--- config.mk ---
export PLATFORM = sky130hd
export DESIGN_NAME = mesh_talk_floor_control_top
export DESIGN_NICKNAME = d
export VERILOG_FILES = /design/src/hw/rtl/mtfc_pkg.sv /design/src/hw/rtl/mesh_talk_floor_control_top.sv /design/src/hw/rtl/mtfc_ram.sv
export SDC_FILE = /design/constraint.sdc
export NUM_CORES = 1
export LEC_CHECK = 0
export ABC_AREA = 1
export ABC_CLOCK_PERIOD_IN_PS = 3800
export BUFFER_PORTS_ARGS = -buffer_cell sky130_fd_sc_hd__buf_2
export CAP_MARGIN = 20
export CELL_PAD_IN_SITES_DETAIL_PLACEMENT = 1
export CELL_PAD_IN_SITES_GLOBAL_PLACEMENT = 2
export CORE_MARGIN = 1.5
export CORE_UTILIZATION = 41
export CTS_CLUSTER_SIZE = 16
export DETAILED_ROUTE_END_ITERATION = 16
export GPL_TIMING_DRIVEN = 0
export PLACE_DENSITY = 0.8
export SLEW_MARGIN = 10
export SYNTH_ARGS = -nofsm -noshare
export SYNTH_HDL_FRONTEND = slang
export SYNTH_SLANG_ARGS = --single-unit
export TNS_END_PERCENT = 100
--- constraint.sdc ---
create_clock -name clk_i -period 3.8 [get_ports clk_i]
set_input_delay 0.19 -clock clk_i [delete_from_list [all_inputs] [get_ports clk_i]]
set_output_delay 0.19 -clock clk_i [all_outputs]
set_load 0.02 [all_outputs]
--- src/hw/rtl/mtfc_pkg.sv ---
package mtfc_pkg;

  // Default size of the peer table (entry 0 is the node itself)
  localparam int unsigned TABLE_ENTRIES_DEF = 16;

  // Event kinds
  localparam logic [2:0] KIND_WAKEUP     = 3'd0;
  localparam logic [2:0] KIND_FLOOR_REQ  = 3'd1;
  localparam logic [2:0] KIND_STARTED    = 3'd2;
  localparam logic [2:0] KIND_LIST_REPLY = 3'd3;
  localparam logic [2:0] KIND_OWN_ACTION = 3'd4;
  localparam logic [2:0] KIND_PEER_ACTED = 3'd5;

  // Node status codes
  localparam logic [2:0] STAT_OFFLINE    = 3'd0;
  localparam logic [2:0] STAT_ONLINE     = 3'd1;
  localparam logic [2:0] STAT_IDLE       = 3'd2;
  localparam logic [2:0] STAT_SPEAK      = 3'd3;
  localparam logic [2:0] STAT_LISTEN     = 3'd4;
  localparam logic [2:0] STAT_REQUESTING = 3'd5;
  localparam logic [2:0] STAT_REQFROM    = 3'd6;

  // Send actions
  localparam logic [1:0] ACT_NONE      = 2'd0;
  localparam logic [1:0] ACT_LIST      = 2'd1;
  localparam logic [1:0] ACT_FLOOR_REQ = 2'd2;
  localparam logic [1:0] ACT_BROADCAST = 2'd3;

  // LED colour after reset: dim white
  localparam logic [11:0] LED_RESET = 12'h555;

  typedef enum logic [2:0] {
    FSM_IDLE,
    FSM_SCAN_REG,
    FSM_WRITE,
    FSM_SCAN_SPK,
    FSM_EMIT_RD,
    FSM_EMIT_LD,
    FSM_FINISH
  } fsm_e;

  typedef struct packed {
    logic [2:0]  own_status;
    logic [11:0] led;
    logic        led_write;
    logic [1:0]  send_action;
    logic [7:0]  send_target;
    logic [7:0]  entry_id;
    logic [2:0]  entry_status;
    logic        last;
    logic        handled;
  } result_t;

  // Colour of a status; bit 12 marks a status that has a colour
  function automatic logic [12:0] colour_of(logic [2:0] st);
    logic [12:0] c;
    case (st)
      STAT_OFFLINE:    c = 13'h1555;
      STAT_IDLE:       c = 13'h100F;
      STAT_SPEAK:      c = 13'h10F0;
      STAT_LISTEN:     c = 13'h1F00;
      STAT_REQUESTING: c = 13'h1F50;
      STAT_REQFROM:    c = 13'h1FF0;
      default:         c = 13'h0000;
    endcase
    return c;
  endfunction

endpackage

--- src/hw/rtl/mesh_talk_floor_control_top.sv ---
// Floor control for one node of a talk mesh.
//
// Channels: the event channel (in_valid_i / in_ready_o) carries kind_i,
// peer_id_i and peer_status_i; the result channel (out_valid_o / out_ready_i)
// carries one result per event (one per table entry for a wakeup); the config
// channel (cfg_valid_i / cfg_ready_o) writes the node id and is always ready.
// The peer table sits in a single-port-read RAM; entry 0 (own id and
// status) lives in registers. Each table scan reads one entry per cycle.
// Steps from event accept to result, with N table entries:
//   floor request, started speaking, peer acted, unknown: no table pass
//   own action: speaker scan
//   list reply: register scan, write back, speaker scan
//   wakeup: register scan, write back, then N results, each a read and
//   then a load of the output register.
// A new event is taken once the last result of the current one sits in the
// output register. A stalled receiver holds the output register and the
// sequencer waits on it. Reset clears the per-entry valid bits at once,
// so invalid entries read as id 0, offline; no clearing pass is needed.
module mesh_talk_floor_control_top #(
  parameter int unsigned TABLE_ENTRIES = mtfc_pkg::TABLE_ENTRIES_DEF
) (
  input  logic       clk_i,
  input  logic       rst_ni,
  input  logic       cfg_valid_i,
  output logic       cfg_ready_o,
  input  logic [7:0] cfg_data_i,
  input  logic       in_valid_i,
  output logic       in_ready_o,
  input  logic [2:0] kind_i,
  input  logic [7:0] peer_id_i,
  input  logic [2:0] peer_status_i,
  output logic       out_valid_o,
  input  logic       out_ready_i,
  output logic [2:0] own_status_o,
  output logic [3:0] led_red_o,
  output logic [3:0] led_green_o,
  output logic [3:0] led_blue_o,
  output logic       led_write_o,
  output logic [1:0] send_action_o,
  output logic [7:0] send_target_o,
  output logic [7:0] entry_id_o,
  output logic [2:0] entry_status_o,
  output logic       last_o,
  output logic       handled_o
);
  import mtfc_pkg::*;

  localparam int unsigned AW = $clog2(TABLE_ENTRIES);
  localparam int unsigned CW = $clog2(TABLE_ENTRIES + 1);
  localparam logic [CW-1:0] CNT_END  = CW'(TABLE_ENTRIES);
  localparam logic [CW-1:0] CNT_LAST = CW'(TABLE_ENTRIES - 1);

  fsm_e state_q, state_d;

  logic [CW-1:0] cnt_q, cnt_d;
  logic [2:0]    kind_q;
  logic [7:0]    pid_q;
  logic [2:0]    pst_q;
  logic [7:0]    own_id_q;
  logic [2:0]    own_q, own_d;
  logic [11:0]   led_q, led_d;

  logic [TABLE_ENTRIES-1:0] valid_q;

  logic          match_found_q, match_found_d;
  logic [AW-1:0] match_idx_q, match_idx_d;
  logic          off_found_q, off_found_d;
  logic [AW-1:0] off_idx_q, off_idx_d;
  logic          sp_found_q, sp_found_d;
  logic [7:0]    sp_id_q, sp_id_d;

  result_t out_q, out_d;
  logic    out_valid_q, out_valid_d;
  logic    out_free;
  logic    in_accept;

  logic          ram_we, ram_re;
  logic [AW-1:0] ram_waddr, ram_raddr;
  logic [10:0]   ram_wdata, ram_rdata;

  logic [AW-1:0] eval_idx;
  logic [7:0]    eval_id;
  logic [2:0]    eval_st;
  logic          eval_en;

  logic          do_apply;
  logic [2:0]    new_st;
  logic [12:0]   new_colour;
  logic          led_wr;
  logic [1:0]    fin_act;
  logic [7:0]    fin_tgt;
  logic          fin_handled;

  assign out_free    = !out_valid_q || out_ready_i;
  assign in_ready_o  = (state_q == FSM_IDLE);
  assign in_accept   = in_valid_i && in_ready_o;
  assign cfg_ready_o = 1'b1;

  // Peer table memory: {id, status} per entry
  mtfc_ram #(
    .WIDTH (11),
    .DEPTH (TABLE_ENTRIES)
  ) u_table (
    .clk_i   (clk_i),
    .we_i    (ram_we),
    .waddr_i (ram_waddr),
    .wdata_i (ram_wdata),
    .re_i    (ram_re),
    .raddr_i (ram_raddr),
    .rdata_o (ram_rdata)
  );

  // Entry under evaluation was addressed in the previous cycle
  assign eval_idx = cnt_q[AW-1:0] - AW'(1);
  assign eval_en  = (cnt_q >= CW'(2));
  assign eval_id  = valid_q[eval_idx] ? ram_rdata[10:3] : 8'd0;
  assign eval_st  = valid_q[eval_idx] ? ram_rdata[2:0] : STAT_OFFLINE;

  // Next state
  always_comb begin
    state_d = state_q;
    case (state_q)
      FSM_IDLE: begin
        if (in_accept) begin
          if (kind_i == KIND_WAKEUP || kind_i == KIND_LIST_REPLY) begin
            state_d = FSM_SCAN_REG;
          end else if (kind_i == KIND_OWN_ACTION) begin
            state_d = FSM_SCAN_SPK;
          end else begin
            state_d = FSM_FINISH;
          end
        end
      end
      FSM_SCAN_REG: begin
        if (cnt_q == CNT_END) state_d = FSM_WRITE;
      end
      FSM_WRITE: begin
        state_d = (kind_q == KIND_WAKEUP) ? FSM_EMIT_RD : FSM_SCAN_SPK;
      end
      FSM_SCAN_SPK: begin
        if (cnt_q == CNT_END) state_d = FSM_FINISH;
      end
      FSM_EMIT_RD: begin
        state_d = FSM_EMIT_LD;
      end
      FSM_EMIT_LD: begin
        if (out_free) state_d = (cnt_q == CNT_LAST) ? FSM_IDLE : FSM_EMIT_RD;
      end
      FSM_FINISH: begin
        if (out_free) state_d = FSM_IDLE;
      end
      default: state_d = FSM_IDLE;
    endcase
  end

  // Status transition of a finishing event
  always_comb begin
    do_apply    = 1'b0;
    new_st      = own_q;
    fin_act     = ACT_NONE;
    fin_tgt     = 8'd0;
    fin_handled = 1'b1;
    case (kind_q)
      KIND_FLOOR_REQ: begin
        if (own_q == STAT_SPEAK) begin
          do_apply = 1'b1;
          new_st   = STAT_REQFROM;
        end else if (own_q == STAT_IDLE) begin
          do_apply = 1'b1;
          new_st   = STAT_LISTEN;
        end
      end
      KIND_STARTED: begin
        if (own_q == STAT_SPEAK || own_q == STAT_IDLE) begin
          do_apply = 1'b1;
          new_st   = STAT_LISTEN;
        end
      end
      KIND_LIST_REPLY: begin
        do_apply = 1'b1;
        new_st   = sp_found_q ? STAT_LISTEN : STAT_IDLE;
      end
      KIND_OWN_ACTION: begin
        if (own_q == STAT_IDLE) begin
          if (sp_found_q) begin
            fin_act = ACT_FLOOR_REQ;
            fin_tgt = sp_id_q;
          end else begin
            do_apply = 1'b1;
            new_st   = STAT_SPEAK;
            fin_act  = ACT_BROADCAST;
          end
        end
      end
      KIND_PEER_ACTED: begin
        do_apply = 1'b1;
        if (own_q == STAT_IDLE) new_st = STAT_LISTEN;
        else if (own_q == STAT_SPEAK) new_st = STAT_REQFROM;
        else if (own_q == STAT_REQUESTING) new_st = STAT_SPEAK;
      end
      default: fin_handled = 1'b0;
    endcase
    new_colour = colour_of(new_st);
    led_wr     = do_apply && new_colour[12] && (new_colour[11:0] != led_q);
  end

  // Datapath, memory control and result loading
  always_comb begin
    cnt_d         = cnt_q;
    own_d         = own_q;
    led_d         = led_q;
    match_found_d = match_found_q;
    match_idx_d   = match_idx_q;
    off_found_d   = off_found_q;
    off_idx_d     = off_idx_q;
    sp_found_d    = sp_found_q;
    sp_id_d       = sp_id_q;
    out_d         = out_q;
    out_valid_d   = out_valid_q && !out_ready_i;
    ram_we        = 1'b0;
    ram_waddr     = match_found_q ? match_idx_q : off_idx_q;
    ram_wdata     = {pid_q, (kind_q == KIND_WAKEUP) ? STAT_IDLE : pst_q};
    ram_re        = 1'b0;
    ram_raddr     = cnt_q[AW-1:0];
    case (state_q)
      FSM_IDLE: begin
        if (in_accept) begin
          cnt_d         = CW'(1);
          match_found_d = 1'b0;
          off_found_d   = 1'b0;
          sp_found_d    = 1'b0;
        end
      end
      FSM_SCAN_REG: begin
        // Look for the matching id and the first offline entry
        if (cnt_q != CNT_END) begin
          ram_re = 1'b1;
          cnt_d  = cnt_q + CW'(1);
        end
        if (eval_en) begin
          if (!match_found_q && eval_id == pid_q) begin
            match_found_d = 1'b1;
            match_idx_d   = eval_idx;
          end
          if (!off_found_q && eval_st == STAT_OFFLINE) begin
            off_found_d = 1'b1;
            off_idx_d   = eval_idx;
          end
        end
      end
      FSM_WRITE: begin
        ram_we = match_found_q || off_found_q;
        cnt_d  = (kind_q == KIND_WAKEUP) ? CW'(0) : CW'(1);
      end
      FSM_SCAN_SPK: begin
        // Find the first peer that speaks
        if (cnt_q != CNT_END) begin
          ram_re = 1'b1;
          cnt_d  = cnt_q + CW'(1);
        end
        if (eval_en && !sp_found_q && eval_st == STAT_SPEAK) begin
          sp_found_d = 1'b1;
          sp_id_d    = eval_id;
        end
      end
      FSM_EMIT_RD: begin
        ram_re = (cnt_q != CW'(0));
      end
      FSM_EMIT_LD: begin
        if (out_free) begin
          out_valid_d       = 1'b1;
          out_d.own_status  = own_q;
          out_d.led         = led_q;
          out_d.led_write   = 1'b0;
          out_d.send_action = ACT_LIST;
          out_d.send_target = pid_q;
          if (cnt_q == CW'(0)) begin
            out_d.entry_id     = own_id_q;
            out_d.entry_status = own_q;
          end else if (valid_q[cnt_q[AW-1:0]]) begin
            out_d.entry_id     = ram_rdata[10:3];
            out_d.entry_status = ram_rdata[2:0];
          end else begin
            out_d.entry_id     = 8'd0;
            out_d.entry_status = STAT_OFFLINE;
          end
          out_d.last    = (cnt_q == CNT_LAST);
          out_d.handled = 1'b1;
          cnt_d         = cnt_q + CW'(1);
        end
      end
      FSM_FINISH: begin
        if (out_free) begin
          if (do_apply) own_d = new_st;
          if (led_wr) led_d = new_colour[11:0];
          out_valid_d        = 1'b1;
          out_d.own_status   = do_apply ? new_st : own_q;
          out_d.led          = led_wr ? new_colour[11:0] : led_q;
          out_d.led_write    = led_wr;
          out_d.send_action  = fin_act;
          out_d.send_target  = fin_tgt;
          out_d.entry_id     = 8'd0;
          out_d.entry_status = STAT_OFFLINE;
          out_d.last         = 1'b1;
          out_d.handled      = fin_handled;
        end
      end
      default: ;
    endcase
  end

  // Control registers
  always_ff @(posedge clk_i or negedge rst_ni) begin
    if (!rst_ni) begin
      state_q       <= FSM_IDLE;
      cnt_q         <= '0;
      own_q         <= STAT_OFFLINE;
      led_q         <= LED_RESET;
      own_id_q      <= 8'd0;
      valid_q       <= '0;
      out_valid_q   <= 1'b0;
      match_found_q <= 1'b0;
      off_found_q   <= 1'b0;
      sp_found_q    <= 1'b0;
    end else begin
      state_q       <= state_d;
      cnt_q         <= cnt_d;
      own_q         <= own_d;
      led_q         <= led_d;
      out_valid_q   <= out_valid_d;
      match_found_q <= match_found_d;
      off_found_q   <= off_found_d;
      sp_found_q    <= sp_found_d;
      if (cfg_valid_i && cfg_ready_o) own_id_q <= cfg_data_i;
      if (ram_we) valid_q[ram_waddr] <= 1'b1;
    end
  end

  // Payload registers
  always_ff @(posedge clk_i) begin
    if (in_accept) begin
      kind_q <= kind_i;
      pid_q  <= peer_id_i;
      pst_q  <= peer_status_i;
    end
    match_idx_q <= match_idx_d;
    off_idx_q   <= off_idx_d;
    sp_id_q     <= sp_id_d;
    out_q       <= out_d;
  end

  assign out_valid_o    = out_valid_q;
  assign own_status_o   = out_q.own_status;
  assign led_red_o      = out_q.led[11:8];
  assign led_green_o    = out_q.led[7:4];
  assign led_blue_o     = out_q.led[3:0];
  assign led_write_o    = out_q.led_write;
  assign send_action_o  = out_q.send_action;
  assign send_target_o  = out_q.send_target;
  assign entry_id_o     = out_q.entry_id;
  assign entry_status_o = out_q.entry_status;
  assign last_o         = out_q.last;
  assign handled_o      = out_q.handled;

  // An accepted event always leaves the idle state
  a_accept_busy : assert property (@(posedge clk_i) disable iff (!rst_ni)
    in_accept |=> state_q != FSM_IDLE)
    else $error("event accepted but sequencer stayed idle");

  // Scan counter never runs past the table size
  a_cnt_range : assert property (@(posedge clk_i) disable iff (!rst_ni)
    cnt_q <= CNT_END)
    else $error("table counter out of range");

  // Emission only addresses real entries
  a_emit_range : assert property (@(posedge clk_i) disable iff (!rst_ni)
    (state_q == FSM_EMIT_LD || state_q == FSM_EMIT_RD) |-> cnt_q < CNT_END)
    else $error("emission index out of range");

  // A waiting result is never overwritten
  a_out_hold : assert property (@(posedge clk_i) disable iff (!rst_ni)
    (out_valid_q && !out_ready_i) |=> (out_valid_q && $stable(out_q)))
    else $error("pending result lost");

  // Memory writes happen only in the write-back step
  a_write_step : assert property (@(posedge clk_i) disable iff (!rst_ni)
    ram_we |-> (state_q == FSM_WRITE && (kind_q == KIND_WAKEUP ||
                                         kind_q == KIND_LIST_REPLY)))
    else $error("table written outside write-back");

endmodule

--- src/hw/rtl/mtfc_ram.sv ---
module mtfc_ram #(
  parameter int unsigned WIDTH = 11,
  parameter int unsigned DEPTH = 16
) (
  input  logic                     clk_i,
  input  logic                     we_i,
  input  logic [$clog2(DEPTH)-1:0] waddr_i,
  input  logic [WIDTH-1:0]         wdata_i,
  input  logic                     re_i,
  input  logic [$clog2(DEPTH)-1:0] raddr_i,
  output logic [WIDTH-1:0]         rdata_o
);

  logic [WIDTH-1:0] mem_q [DEPTH];
  logic [WIDTH-1:0] rdata_q;

  // Write port
  always_ff @(posedge clk_i) begin
    if (we_i) begin
      mem_q[waddr_i] <= wdata_i;
    end
  end

  // Registered read port
  always_ff @(posedge clk_i) begin
    if (re_i) begin
      rdata_q <= mem_q[raddr_i];
    end
  end

  assign rdata_o = rdata_q;

endmodule
==> metrics.md, run 1 <==
| Metric | Value |
|---|---|
| TritonCTS clock tree | done |
| DR vias | 9409 |
| CP dominant cell by count | nand2_1 |
| Register-to-Register Path Depth | 18 |
| Final #Nets | 1342 |
| Post-route setup slack | 0.286 ns |
| Clock Latency Late Sink | 0.53 ns |
| Final period util | 0.925 |
| Warnings from Yosys | 0 |
| Total wire length after detailed routing | 38300 microns |
| Synth async-reset ratio | 0.166 |
| Synth Area in Compound Gates | 0.109 |
| Root buffer cell | clkbuf_16 |
| WHS Path Cells | 4 |
| Outcome | complete, no violations |
| Register area share after synthesis | 0.686 |
| Simple-gate area share of the yosys netlist | 0.146 |
| Hold path endpoint | state_q[2]$_DFFE_PN0P_ |
| Worst setup path startpoint | cnt_q[0]$_DFFE_PN0P_ |
| CTS clk-pin slew, worst paths | 0.06 ns |
| ANT nets after route | 0 |
| Core area | 31500 sq um |
| Synthesized flop and latch total | 307 |
| Critical R2R Capture | match_idx_q[1]$_DFFE_PP_ |
| Worst EP required | 4.01 ns |
| Post-synth top flop | edfxtp_1 |
| Data arrival, critical path | 3.72 ns |
| Die height | 182 microns |
| Detailed-route wire length per cell | 22.1 microns |
| Initial drt markers | 680 |
| Cell Pwr Density | 756 nW/um^2 |
| Post-synth EDFFs | 256 |
| Final hold vios | 0 |
| Initial antenna violation count | 1 |
| Remaining DRCs | 0 |
| Leak Pwr | 5.83 nW |
| Longest Clk Path Bufs | 3 |
| Port Buf Inserts | 66 |
| Crit path kind | flop to flop |
| Number of buffers created by CTS | 35 |
| Antenna cells | 0 |
| Largest family of logic cells by synthesized area | simple AND/OR/NAND/NOR gates |
| Layout cells sized above 1 | 0.156 |
| Setup slack, reg-to-reg | 0.29 ns |
| Fin Clk Skew | 0.0250 ns |
| Global-route congestion overflow total | 0 |
| Area Growth Syn to Fin | 17.9% |
| Max-slew violations | 0 |
| Vias in the first global route | 9748 |
| Distinct cells, synth | 46 |
| Initial Util | 0.415 |
| CP max stage delay | 0.38 ns |
| Final setup viols | 0 |
| Worst rel slew slack | 0.336 |
| Minimum clock period | 3.51 ns |
| CP max stage cell | dfrtp_1 |
| H-tree lvl count | 2 |
| Adder-cell share of the synthesized area | 0.00632 |
| Vias/cell | 5.42 |
| Core Rows | 65 |
| CTS Sinks | 307 |
| Die footprint | 33000 sq um |
| Total power | 11.6 mW |
| Mapped Cells | 1163 |
| Drt pass-1 iters | 5 |
| Hold crit path type | input port to flop |
| Critical Path Source Type | flop |
| Crit Path Max Fanout | 14 |
| Max-cap violations | 0 |
| RePlAce Congestion | 0.860 |
| Post-DP HPWL | 26200 microns |
| GRT Overall Usage | 0.237 |
| Crit Reg-Reg Startpoint | cnt_q[0]$_DFFE_PN0P_ |
| First-pass GRT wire length | 58800 microns |
| Xor/xnor share of the synthesized area | 0.00201 |
| Crit-path cells | clkbuf_2 -> inv_2 -> clkbuf_4 -> clkbuf_8 -> ha_1 -> inv_1 -> o21ai_0 -> o211ai_1 -> nand3_2 -> nand2_2 -> inv_1 -> nand2_1 -> nand2_1 -> nand2_1 -> nand2_1 -> nor2_1 -> nand4_1 -> inv_1 |
| Net Count, Synth | 1196 |
| DP Worst Slack | -0.684 ns |
| Mapped cell area | 13100 sq um |
| Syn avg cell area | 11.2 sq um |
| Largest net degree at the start of global routing | 52 |
| Top Ports | 69 |
| FMAX | 285 MHz |
| Crit path capture type | flop |
| Die width | 182 microns |
| Hold Crit Start | out_ready_i |
| Maximum VDD drop | 0.000392 V |
| Worst-Margin Slew | 0.996 ns |
| Multiplexer share of the synthesized area | 0.00689 |
| RSZ-0062 raised after global routing | false |
==> where the power goes <==
part / leakage (nW) / switching (mW) / internal [mW]
clock: 0.491 / 1.34 / 1.70
combinational: 2.38 / 2.75 / 1.11
sequential: 2.97 / 0.377 / 4.37
total: 5.83 / 4.46 / 7.18
==> per-layer routing <==
metal,global-route usage,part of all wire,vias to the layer above
met5,0,0,-
met4,0.0697,0.026,0
met3,0.0345,0.048,55
met2,0.404,0.49,242
met1,0.316,0.44,4718
li1,-,-,4394
==> worst max-delay path, delay by kind of cell (launching register included) <==
| family | cells | cell delay [ns] |
|---|---|---|
| buf+inv | 7 | 1.32 |
| simple gates | 8 | 0.85 |
| compound gates | 2 | 0.33 |
| fa+ha+maj | 1 | 0.31 |
| flops | 1 | 0.38 |
==> final cells by class <==
class,instances,area (sq um)
Fill cell,3385,16100
Tap cell,402,503
Timing Repair Buffer,110,759
Buffer,52,233
Clock inverter,19,111
Multi-Input combinational cell,711,3570
Inverter,92,352
Clock buffer,42,902
Sequential cell,307,8970
==> stage by stage <==
step | setup TNS, ns | area, sq um | utilization | cells | hold slack [ns]
after global routing | 0 | 15400 | 0.490 | 1735 | 0.165
after CTS | 0 | 15300 | 0.487 | 1729 | 0.134
final | 0 | 15400 | 0.490 | 1735 | 0.151
after global placement | -21.34 | 13900 | 0.442 | 1631 | 0.367
after detailed placement | -8.62 | 14100 | 0.447 | 1645 | 0.324
after floorplan | 0 | 13100 | - | 1163 | -0.106
==> state kept, by name (all words and copies together) (netlist names), 4 cells and up <==
name / cells
entry_id_o: 8
led_q: 12
u_table.rdata_o: 11
led_green_o: 4
cnt_q: 5
u_table.mem_q: 176
off_idx_q: 4
sp_id_q: 8
send_target_o: 8
match_idx_q: 4
pid_q: 8
led_blue_o: 4
led_red_o: 4
valid_q: 16
own_id_q: 8
==> placed cells by master, fill, tap and decap left out, types with 17 or more instances in the layout <==
| cell type | instances |
|---|---|
| nand3_1 | 52 |
| edfxtp_1 | 256 |
| nor2_1 | 158 |
| dfrtp_1 | 44 |
| a21oi_1 | 29 |
| nand2_1 | 163 |
| inv_1 | 84 |
| buf_2 | 70 |
| dlygate4sd3_1 | 23 |
| o22ai_1 | 31 |
| clkbuf_1 | 47 |
| clkbuf_16 | 35 |
| o21ai_0 | 153 |
| o221ai_1 | 17 |
==> timing repair <==
action | 4_1_cts | 5_1_grt
gates cloned | 0 | 0
resized for setup | 6 | 7
buffers inserted | 1 | 1
hold endpoints to repair | 67 | 0
pin swaps | 0 | 0
endpoints found under the setup margin | 20 | 14
hold buffers | 23 | 0
==> worst max path at each step <==
stage | to
floorplan | match_idx_q[0]$_DFFE_PP_
global placement | match_idx_q[2]$_DFFE_PP_
detailed placement | match_idx_q[1]$_DFFE_PP_
CTS | match_idx_q[1]$_DFFE_PP_
global route | led_green_o[2]$_DFFE_PP_
finish | match_idx_q[1]$_DFFE_PP_
==> synthesized netlist by cell type, types with 2 or more instances <==
cell type	n	area (sq um)
nand2_2	7	43.8
nor3_1	12	60.1
nand3_2	4	40.0
or2_2	13	81.3
edfxtp_1	256	7690
clkbuf_1	44	165
nand3b_1	2	15.0
ha_1	5	62.6
o22ai_1	31	194
dfstp_2	6	158
o21ai_0	154	771
buf_2	5	25.0
nand4_1	11	68.8
xor2_1	2	17.5
buf_4	2	15.0
mux2_2	8	90.1
nor2_4	2	22.5
a21oi_1	30	150
nand3_1	54	270
inv_1	85	319
o211ai_1	12	90.1
nor2_1	164	616
inv_2	5	18.8
dfrtp_1	45	1130
nand2_1	164	616
nand2_4	2	22.5
a32o_1	2	20.0
o221ai_1	17	149
nor4_1	2	12.5
==> kinds of logic (layout without fill, tap and decap cells) <==
logic type | count (synthesis) | after routing
buffers and inverters | 145 | 315
multiplexers | 8 | 8
other | 1 | 1
flip-flops | 307 | 307
adder cells (fa/ha/maj) | 6 | 6
AND/OR/NAND/NOR | 441 | 441
XOR/XNOR | 3 | 3
AO/OA/AOI/OAI | 252 | 252
(Power assumes the default switching activity.)
==> run 2: changes to the inputs <==
--- a/config.mk
+++ b/config.mk
@@ -7,14 +7,14 @@
 export LEC_CHECK = 0
 export ABC_AREA = 1
 export ABC_CLOCK_PERIOD_IN_PS = 3800
-export BUFFER_PORTS_ARGS = -buffer_cell sky130_fd_sc_hd__buf_2
 export CAP_MARGIN = 20
 export CELL_PAD_IN_SITES_DETAIL_PLACEMENT = 1
 export CELL_PAD_IN_SITES_GLOBAL_PLACEMENT = 2
 export CORE_MARGIN = 1.5
-export CORE_UTILIZATION = 41
+export CORE_UTILIZATION = 43
 export CTS_CLUSTER_SIZE = 16
 export DETAILED_ROUTE_END_ITERATION = 16
+export DONT_BUFFER_PORTS = 1
 export GPL_TIMING_DRIVEN = 0
 export PLACE_DENSITY = 0.8
 export SLEW_MARGIN = 10
==> run 2 against run 1 <==
Effect of this change:
- via count is 2.1% lower
- flip-flop and latch count did not move
- worst hold slack got worse by 0.13 ns
- global-route usage rose by 1.4 points
- sequential power rose by 4%
- register-to-register slack barely moved
- clock-buffer cell count is 2 higher
==> metrics.md, run 2 (same netlist as run 1, synthesis figures left out) <==
| Metric | Value |
|---|---|
| Outcome | complete, no violations |
| FMAX | 285 MHz |
| Minimum clock period | 3.51 ns |
| Antenna cells | 0 |
| Cells after DPL | 1568 |
| Die footprint | 31500 sq um |
| Final #Nets | 1279 |
| Final hold vios | 0 |
| Largest net degree at the start of global routing | 52 |
| Hold crit path type | input port to flop |
| CTS Sinks | 307 |
| Max-slew violations | 0 |
| Drt pass-1 iters | 5 |
| Remaining DRCs | 0 |
| Initial antenna violation count | 0 |
| Sw Pwr | 4.50 mW |
| Top Ports | 69 |
| Worst hold slack | 0.0193 ns |
| Root buffer cell | clkbuf_16 |
| Fin cells | 1663 |
| Final setup viols | 0 |
| Core area | 29800 sq um |
| Total power | 11.9 mW |
| CTS clk-pin slew, worst paths | 0.06 ns |
| Crit path capture type | flop |
| Clock Latency Late Sink | 0.52 ns |
| Sequential share of power | 0.415 |
| DP Worst Slack | -0.678 ns |
| Initial Util | 0.439 |
| Internal power | 7.36 mW |
| Vias in the first global route | 9693 |
| Met1 global-route usage | 0.328 |
| Initial drt markers | 605 |
| Crit path kind | flop to flop |
| Layout cells sized above 1 | 0.117 |
| M2 GR Usage | 0.428 |
| TritonCTS clock tree | done |
| Die height | 177 microns |
| Total wire length after detailed routing | 38500 microns |
| Worst rel slew slack | 0.315 |
| Core Util, Final | 0.511 |
| GRT Overall Usage | 0.252 |
| Clk pwr share | 0.278 |
| Vias/cell | 5.54 |
| Sw Ratio | 0.379 |
| Post-route setup slack | 0.288 ns |
| Final period util | 0.924 |
| H-tree lvl count | 2 |
| Number of buffers created by CTS | 36 |
| Reg with most FFs | u_table.mem_q |
| Core Rows | 63 |
| Fin Clk Skew | 0.0214 ns |
| Worst EP required | 4.06 ns |
| Leak Pwr | 5.65 nW |
| Cell Area, Placed | 13700 sq um |
| Grt met3 use | 0.0441 |
| Global-route congestion overflow total | 0 |
| Cell Pwr Density | 779 nW/um^2 |
| Longest Clk Path Bufs | 3 |
| ANT nets after route | 0 |
| Area Growth Syn to Fin | 16.5% |
| Setup slack, reg-to-reg | 0.29 ns |
| RePlAce Congestion | 0.885 |
| Maximum VDD drop | 0.000452 V |
| Setup TNS Final | 0 ns |
| Largest regs | u_table.mem_q (176), valid_q (16), led_q (12) |
| Port Buf Inserts | 0 |
| Combinational fraction of design power | 0.307 |
| Detailed-route wire length per cell | 23.1 microns |
| Max-cap violations | 0 |
| Max reg flops | 176 |
| DR vias | 9213 |
| Gr busiest metal | met2 |
| Critical Path Source Type | flop |
| Most frequent cells in the layout | edfxtp_1, nand2_1, nor2_1 |
| Most common cell after layout, fill and taps aside | edfxtp_1 |
| Die width | 177 microns |
| First-pass GRT wire length | 58500 microns |
| Post-DP HPWL | 26300 microns |
| Data arrival, critical path | 3.77 ns |
| Crit Path Max Fanout | 6 |
| Design area | 15200 sq um |
| Worst-Margin Slew | 1.02 ns |
| RSZ-0062 raised after global routing | false |
[run 2: repair_timing]
item	in CTS	in global routing
resized for setup	5	7
hold buffers	25	0
endpoints found under the hold margin	75	0
endpoints found under the setup margin	22	24
setup buffers	1	1
[run 2: routing by layer]
layer,up-vias,share of wire,routed length (microns)
li1,4270,-,-
met1,4641,0.43,16400
met2,244,0.49,18900
met3,58,0.054,2080
met4,0,0.027,1060
met5,-,0,0
[run 2: worst paths after layout]
check,start,depth (start not counted),end
worst max-delay path,kind_q[2]$_DFFE_PP_,21,led_red_o[1]$_DFFE_PP_
worst min-delay path,in_valid_i,3,state_q[1]$_DFFE_PN0P_
worst max register to register,kind_q[2]$_DFFE_PP_,21,led_red_o[1]$_DFFE_PP_
worst min register to register,valid_q[10]$_DFFE_PN0P_,2,valid_q[10]$_DFFE_PN0P_
max in group asynchronous,rst_ni,2,led_q[6]$_DFFE_PN1P_
min in group asynchronous,rst_ni,2,own_id_q[2]$_DFFE_PN0P_
[run 2: final cells by class]
cell class                 count  area (sq um)
clock inverter                21           170
fill                        3195         14600
clock buffer                  44           961
tap                          390           488
multi-input combinational    711          3570
timing repair buffer          46           480
buffer                        52           231
sequential                   307          8970
inverter                      92           352
[run 2: power by group through the flow]
stage	Combinational, mW	Clock, mW	Sequential, mW
final	3.64	3.29	4.92
after floorplan	2.32	0	4.81
after CTS	3.64	3.35	4.93
after detailed placement	3.54	0	4.99
after global placement	3.37	0	4.98
after global routing	4.08	3.47	4.98
[run 2: worst max-delay path, cell delays in order (launching register included)]
cell      delay, ns
edfxtp_1       0.46
inv_2          0.11
nand2_1        0.13
nor2_1         0.15
nand3_1        0.12
nand3_2        0.10
nand2_2        0.06
nand2_2        0.15
inv_2          0.09
fa_1           0.54
inv_1          0.08
or3_1          0.31
a21oi_1        0.20
nand2_1        0.08
nor2_1         0.08
nand2_1        0.06
clkinv_1       0.05
nand3_2        0.08
nand2_2        0.10
nor2_1         0.08
nand2_1        0.13
nand2_1        0.08
